### src/pls_pkg.sv
// Shared constants, codes and control types for the positional list store.
`timescale 1ns / 1ps

package pls_pkg;

  localparam int DEPTH     = 16;
  localparam int DATA_W    = 32;
  localparam int IDX_W     = $clog2(DEPTH);
  localparam int COUNT_W   = 5;
  localparam int POS_W     = 5;
  localparam int ACT_W     = 2;
  localparam int STAT_W    = 2;
  localparam int S_TDATA_W = ((POS_W + DATA_W + 7) / 8) * 8;
  localparam int M_TDATA_W = ((DATA_W + COUNT_W + 7) / 8) * 8;

  localparam logic [COUNT_W-1:0] DEPTH_COUNT = COUNT_W'(DEPTH);

  // Command kinds.
  localparam logic [ACT_W-1:0] ACT_PUSH   = 2'd0;
  localparam logic [ACT_W-1:0] ACT_POP    = 2'd1;
  localparam logic [ACT_W-1:0] ACT_INSERT = 2'd2;
  localparam logic [ACT_W-1:0] ACT_REMOVE = 2'd3;

  // Result status codes.
  localparam logic [STAT_W-1:0] STAT_DONE  = 2'd0;
  localparam logic [STAT_W-1:0] STAT_RANGE = 2'd1;
  localparam logic [STAT_W-1:0] STAT_EMPTY = 2'd2;
  localparam logic [STAT_W-1:0] STAT_FULL  = 2'd3;

  // Commands from the controller to the datapath.
  typedef struct packed {
    logic capture;  // latch the accepted request
    logic execute;  // apply the latched request and load the result register
  } pls_cmd_t;

endpackage

### src/pls_ctrl.sv
// Controller state machine: request intake, execute step and result valid.
`timescale 1ns / 1ps

module pls_ctrl
  import pls_pkg::*;
(
  input  logic     clk,
  input  logic     rst,
  input  logic     s_tvalid,
  output logic     s_tready,
  output logic     m_tvalid,
  input  logic     m_tready,
  output pls_cmd_t cmd
);

  localparam logic ST_IDLE = 1'b0;
  localparam logic ST_EXEC = 1'b1;

  logic state;
  logic state_next;
  logic valid;
  logic valid_next;
  logic out_free;

  assign out_free = !valid || m_tready;
  assign s_tready = (state == ST_IDLE);
  assign m_tvalid = valid;

  always_comb begin
    state_next  = state;
    cmd.capture = 1'b0;
    cmd.execute = 1'b0;
    case (state)
      ST_IDLE: begin
        if (s_tvalid) begin
          cmd.capture = 1'b1;
          state_next  = ST_EXEC;
        end
      end
      ST_EXEC: begin
        // The result register must be free, or be emptied this cycle.
        if (out_free) begin
          cmd.execute = 1'b1;
          state_next  = ST_IDLE;
        end
      end
      default: state_next = ST_IDLE;
    endcase
  end

  always_comb begin
    if (cmd.execute) begin
      valid_next = 1'b1;
    end else if (m_tready) begin
      valid_next = 1'b0;
    end else begin
      valid_next = valid;
    end
  end

  always_ff @(posedge clk) begin
    if (rst) begin
      state <= ST_IDLE;
      valid <= 1'b0;
    end else begin
      state <= state_next;
      valid <= valid_next;
    end
  end

`ifndef SYNTHESIS
  a_valid_from_exec: assert property (@(posedge clk) disable iff (rst)
    $rose(m_tvalid) |-> $past(cmd.execute))
    else $error("result valid rose without an execute step");

  a_exec_once: assert property (@(posedge clk) disable iff (rst)
    cmd.execute |=> !cmd.execute)
    else $error("request executed twice");
`endif

endmodule

### src/pls_datapath.sv
// Datapath: request latch, entry array with parallel shift, count and result register.
`timescale 1ns / 1ps

module pls_datapath
  import pls_pkg::*;
(
  input  logic                       clk,
  input  logic                       rst,
  input  pls_cmd_t                   cmd,
  input  logic [ACT_W-1:0]           in_action,
  input  logic [POS_W-1:0]           in_position,
  input  logic signed [DATA_W-1:0]   in_value,
  output logic [STAT_W-1:0]          out_status,
  output logic signed [DATA_W-1:0]   out_popped,
  output logic [COUNT_W-1:0]         out_count
);

  logic [ACT_W-1:0]         action;
  logic [POS_W-1:0]         position;
  logic [DATA_W-1:0]        value;
  logic [DATA_W-1:0]        entries [DEPTH];
  logic [DATA_W-1:0]        entries_next [DEPTH];
  logic [COUNT_W-1:0]       count;
  logic [COUNT_W-1:0]       count_next;
  logic [STAT_W-1:0]        status_next;
  logic [DATA_W-1:0]        popped_next;
  logic [COUNT_W-1:0]       count_m1;
  logic [COUNT_W-1:0]       ins_idx;
  logic                     full;

  assign full     = (count >= DEPTH_COUNT);
  assign count_m1 = count - COUNT_W'(1);
  assign ins_idx  = (position == '0) ? '0 : position - POS_W'(1);

  always_comb begin
    count_next  = count;
    status_next = STAT_DONE;
    popped_next = '0;
    for (int k = 0; k < DEPTH; k++) begin
      entries_next[k] = entries[k];
    end
    case (action)
      ACT_PUSH: begin
        if (full) begin
          status_next = STAT_FULL;
        end else begin
          for (int k = 0; k < DEPTH; k++) begin
            if (COUNT_W'(k) == count) entries_next[k] = value;
          end
          count_next = count + COUNT_W'(1);
        end
      end
      ACT_POP: begin
        if (count == '0) begin
          status_next = STAT_EMPTY;
          popped_next = '1;
        end else begin
          popped_next = entries[count_m1[IDX_W-1:0]];
          count_next  = count_m1;
        end
      end
      ACT_INSERT: begin
        if (position > count) begin
          status_next = STAT_RANGE;
        end else if (full) begin
          status_next = STAT_FULL;
        end else begin
          for (int k = 1; k < DEPTH; k++) begin
            if (COUNT_W'(k) > ins_idx && COUNT_W'(k) <= count) begin
              entries_next[k] = entries[k-1];
            end
          end
          for (int k = 0; k < DEPTH; k++) begin
            if (COUNT_W'(k) == ins_idx) entries_next[k] = value;
          end
          count_next = count + COUNT_W'(1);
        end
      end
      ACT_REMOVE: begin
        if (position == '0 || position > count) begin
          status_next = STAT_RANGE;
        end else begin
          for (int k = 0; k < DEPTH - 1; k++) begin
            if (COUNT_W'(k) >= ins_idx && COUNT_W'(k + 1) < count) begin
              entries_next[k] = entries[k+1];
            end
          end
          count_next = count_m1;
        end
      end
      default: status_next = STAT_DONE;
    endcase
  end

  always_ff @(posedge clk) begin
    if (cmd.capture) begin
      action   <= in_action;
      position <= in_position;
      value    <= in_value;
    end
    if (cmd.execute) begin
      for (int k = 0; k < DEPTH; k++) begin
        entries[k] <= entries_next[k];
      end
      out_status <= status_next;
      out_popped <= popped_next;
      out_count  <= count_next;
    end
  end

  always_ff @(posedge clk) begin
    if (rst) begin
      count <= '0;
    end else if (cmd.execute) begin
      count <= count_next;
    end
  end

`ifndef SYNTHESIS
  a_count_bound: assert property (@(posedge clk) disable iff (rst)
    count <= DEPTH_COUNT)
    else $error("entry count above list depth");

  a_count_hold: assert property (@(posedge clk) disable iff (rst)
    (!$past(rst) && !$past(cmd.execute)) |-> $stable(count))
    else $error("entry count changed outside an execute step");
`endif

endmodule

### src/positional_list_store.sv
// Top level of the positional list store: stream ports, controller and datapath.
`timescale 1ns / 1ps
//
//  Channel  Direction  Carries
//  s_*      in         request: tuser = action, tdata = position, value
//  m_*      out        result:  tuser = status, tdata = popped, count
//
//  Each request is accepted and latched in the idle state, then applied to
//  the entry array, with the result register loaded, in the execute step.
//  Insert and remove shift all later entries by one place in that step.
//  A new request is accepted while the previous result still waits; the
//  execute step then holds until the result register is free.
//  Reset (rst, synchronous) empties the list; entry contents are not cleared.

module positional_list_store
  import pls_pkg::*;
(
  input  logic                 clk,
  input  logic                 rst,
  input  logic                 s_tvalid,
  output logic                 s_tready,
  input  logic [S_TDATA_W-1:0] s_tdata,   // position[4:0], value[36:5], zero pad
  input  logic [ACT_W-1:0]     s_tuser,   // action[1:0]
  output logic                 m_tvalid,
  input  logic                 m_tready,
  output logic [M_TDATA_W-1:0] m_tdata,   // popped[31:0], count[36:32], zero pad
  output logic [STAT_W-1:0]    m_tuser    // status[1:0]
);

  pls_cmd_t                 cmd;
  logic [STAT_W-1:0]        out_status;
  logic signed [DATA_W-1:0] out_popped;
  logic [COUNT_W-1:0]       out_count;

  // The controller sequences accept, execute and result delivery.
  pls_ctrl u_ctrl (
    .clk      (clk),
    .rst      (rst),
    .s_tvalid (s_tvalid),
    .s_tready (s_tready),
    .m_tvalid (m_tvalid),
    .m_tready (m_tready),
    .cmd      (cmd)
  );

  // The datapath holds the list and forms each result.
  pls_datapath u_datapath (
    .clk         (clk),
    .rst         (rst),
    .cmd         (cmd),
    .in_action   (s_tuser),
    .in_position (s_tdata[POS_W-1:0]),
    .in_value    (s_tdata[POS_W+DATA_W-1:POS_W]),
    .out_status  (out_status),
    .out_popped  (out_popped),
    .out_count   (out_count)
  );

  // Result fields are packed from the lowest bit up, padded to whole bytes.
  assign m_tdata = {{(M_TDATA_W - DATA_W - COUNT_W){1'b0}}, out_count, out_popped};
  assign m_tuser = out_status;

endmodule
### config.mk
export PLATFORM = sky130hd
export DESIGN_NAME = positional_list_store
export DESIGN_NICKNAME = d
export VERILOG_FILES = /design/src/pls_pkg.sv /design/src/pls_ctrl.sv /design/src/pls_datapath.sv /design/src/positional_list_store.sv
export SDC_FILE = /design/constraint.sdc
export NUM_CORES = 2
export LEC_CHECK = 0
export CAP_MARGIN = 10
export CORE_ASPECT_RATIO = 2
export CORE_MARGIN = 1
export CORE_UTILIZATION = 58
export DETAILED_ROUTE_END_ITERATION = 8
export DONT_BUFFER_PORTS = 1
export MAX_ROUTING_LAYER = met4
export PLACE_DENSITY = 0.76
export SLEW_MARGIN = 10
export SYNTH_ARGS = -nofsm -noshare
export SYNTH_HDL_FRONTEND = slang
export SYNTH_SLANG_ARGS = --single-unit
### constraint.sdc
create_clock -name clk -period 8.4 [get_ports clk]
set_input_delay 0 -clock clk [delete_from_list [all_inputs] [get_ports clk]]
set_output_delay 0 -clock clk [all_outputs]
set_load 0.01 [all_outputs]
==> qor.csv <==
stage,metric,value,unit
sta,timing.fmax,0.218,GHz
final_layout,fin_cells,3505,
min_path,min_path_type,in2reg,
synth,synth_edf_count,590,
sta,setup_viol,0,
global_routing,grt_max_degree,200,
sta,fin_crit,4580,ps
place,hpwlAfterDp,63900,µm
worst_setup_path,path_delay_family,buffers and inverters,
worst_setup_path,cp.required,8650,ps
floorplan,rows,123,
place,place_congestion,0.948,
synth,postSynthRegisterBits,597,
power_and_ir_drop,ir_drop,181,µV
synth,yosys.area_share.adder,0.00493,
worst_setup_path,arrival,4830,ps
power_and_ir_drop,total_power,7610,µW
place,port_buffers,0,
global_routing,grt_pass1_vias,27300,
status,status,"complete, but fails checks",
synth,yosys_most_used_dff,edfxtp_1,
power_and_ir_drop,power_density,213,nW/µm²
synth,syn_area_per_cell,11.5,µm²
min_path,worstHoldEndpoint,u_datapath.value[18],
sta,slew_viol_final,0,
synth,syn_inst,2861,
sta,setup_tns,0,ps
route,drtPass1Iterations,9,
worst_setup_path,path_class,reg2reg,
global_routing,overflow,0,
synth,yosys_warnings,0,
sta,hold_violations,0,
global_routing,antenna_found_initial,8,
synth,synth.distinct_cells,74,
worst_setup_path,path_buf_inv,4,
route,final_antenna_net_count,0,
worst_setup_path,cp_cell_sequence,buf_4 -> buf_4 -> buf_12 -> o21ai_0 -> a221oi_4 -> buf_4,
synth,seq_area_frac_synth,0.541,
worst_setup_path,worstReg2RegStart,u_datapath.action[1],
synth,synth_xor_area_frac,0.00106,
final_layout,final_cell_mix,"590 x edfxtp_1, 334 x nor2_1, 312 x o22ai_1, 250 x a21oi_1, 232 x nand2_1",
final_layout,area.growth.synth_to_final,8.57,%
route,wl,120000,µm
sta,fin_worst_skew,15.5,ps
min_path,min_path_cells,1,
clocking,cts_tree,yes,
synth,synthSimpleGateAreaFrac,0.0918,
final_layout,final_common_cell,edfxtp_1,
synth,async_flop_share,0,
floorplan,start_util,0.587,
final_layout,layout-drive-gt1-share,0.140,
synth,synth_compound_area_frac,0.195,
floorplan,core,56200,µm²
sta,tightest_slew,1280,ps
place,dp.cells,3350,
sta,timing.final.crit_share,0.545,
synth,netlist_area,33000,µm²
worst_setup_path,startpoint_type,flop,
clocking,cts_made_buffers,52,
sta,rsz0062_at_grt,false,
worst_setup_path,cpMostUsedCell,buf_4,
global_routing,grt_pass1_wl,175000,µm
worst_setup_path,cp_slowest_stage_delay,860,ps
clocking,cts_buffer_depth,3,
floorplan,dieArea,57900,µm²
route,post_drt_wl_per_cell,34.2,µm
route,drt-vias-per-instance,7.91,
global_routing,gr-usage-all-layers,0.429,
floorplan,fp.dieH,339,µm
floorplan,die_width,171,µm
route,drt-initial-drc-count,5677,
job,maxCapViolCount,0,
clocking,ctsResizeCount,0,
clocking,cts.clk_slew.worst_paths,70,ps
clocking,insertion_delay,620,ps
final_layout,finalNetCount,2761,
worst_setup_path,rrSetupSlack,3820,ps
status,violations,DRC,
worst_setup_path,reg2regPathDepth,6,
synth,synth_top_family_by_area,compound AO/OA/AOI/OAI gates,
worst_setup_path,worst_setup_path_end_kind,flop,
worst_setup_path,critical_path.slowest_cell,buf_4,
clocking,ctsHtreeMaxLevel,2,
clocking,ctsRootBufferMaster,clkbuf_16,
worst_setup_path,r2r-end,u_datapath.entries[9][7],
worst_setup_path,crit_fanout,199,
sta,slew_headroom,0.149,
synth,synth.area.mux_share,0.122,
floorplan,io_pins,90,
clocking,cts_sinks,597,
route,route.detailed.drc,10,
min_path,min_from,s_tdata[23],
power_and_ir_drop,p_leak,0.0115,µW
route,vias,27700,
cell families after synthesis:
logic type      Yosys count
buf+inv                 354
compound gates          971
mux                     198
xor+xnor                  4
other cells               1
flops                   597
simple gates            723
fa+ha+maj                13
power by group:
group,leakage (µW),internal [µW],switching [µW]
Clock,0.000847,1360,1160
Combinational,0.00525,591,968
Sequential,0.00542,3410,119
cell usage after synthesis, types with 8 or more instances:
master,count,area (µm²)
nor2_1,336,1260
a21oi_1,258,1290
and2_1,11,68.8
o21ai_1,9,45.0
buf_2,68,340
nand3_1,90,450
o2bb2ai_1,43,377
mux4_2,160,3600
o21ai_0,50,250
edfxtp_1,590,17700
ha_1,13,163
mux2_1,30,338
nor3_1,10,50.1
a211oi_1,8,60.1
a2bb2oi_1,128,1120
a211o_1,23,201
nand2_1,235,882
buf_1,30,113
o211ai_1,9,67.6
a221oi_1,9,78.8
inv_1,12,45.0
clkbuf_1,229,860
a22oi_1,64,480
a31oi_1,12,75.1
buf_4,10,75.1
o22ai_1,312,1950
sequential cells by signal, indices dropped and copies added, names as in the netlist:
signal / cells
u_datapath.out_status: 2
u_ctrl.m_tvalid: 1
u_datapath.out_count: 5
u_datapath.value: 32
u_datapath.entries: 512
u_ctrl.state: 1
u_datapath.action: 2
u_datapath.out_popped: 32
u_datapath.position: 5
u_datapath.count: 5
routing by layer:
layer | global-route usage | routed length [µm] | share of wire | vias up
met5 | - | 0 | 0 | -
met1 | 0.476 | 35800 | 0.30 | 13100
li1 | - | - | - | 11000
met3 | 0.129 | 17200 | 0.14 | 843
met2 | 0.634 | 55300 | 0.46 | 2855
met4 | 0.355 | 11700 | 0.098 | 0
stage by stage:
stage | setup WS [ps] | hold WS, ps | cell area [µm²] | util
finish | 3820 | 8.37 | 35800 | 0.638
global route | 3820 | 10.1 | 35800 | 0.638
detailed placement | 3900 | 83.1 | 33600 | 0.598
global placement | 3940 | 72.7 | 33600 | 0.598
CTS | 3880 | 0.293 | 35800 | 0.637
floorplan | 549 | 69.1 | 33000 | -
worst max path at each step:
stage                                       from                   endpoint  slack (ps)  depth (start not counted)
after floorplan           u_datapath.position[0]   u_datapath.entries[2][0]         550                          7
after CTS                 u_datapath.position[0]  u_datapath.entries[5][15]        3880                          8
after global routing         u_datapath.count[2]   u_datapath.entries[6][5]        3820                         10
after detailed placement  u_datapath.position[0]   u_datapath.entries[5][7]        3900                          8
after global placement    u_datapath.position[0]   u_datapath.entries[5][7]        3940                          8
final                       u_datapath.action[1]   u_datapath.entries[9][7]        3820                          6
what timing repair did:
action / 4_1_cts / 5_1_grt
setup buffers: 0 / 0
hold buffers: 47 / 0
endpoints found under the hold margin: 46 / 0
setup endpoints to repair: 0 / 0
cell type report:
class / instances / area [µm²]
Multi-Input combinational cell: 1912 / 14100
Inverter: 17 / 71.3
Fill cell: 4163 / 20400
Tap cell: 750 / 938
Timing Repair Buffer: 122 / 1080
Sequential cell: 597 / 17900
Antenna cell: 9 / 22.5
Clock inverter: 35 / 324
Clock buffer: 63 / 1420
(Power assumes the default switching activity.)
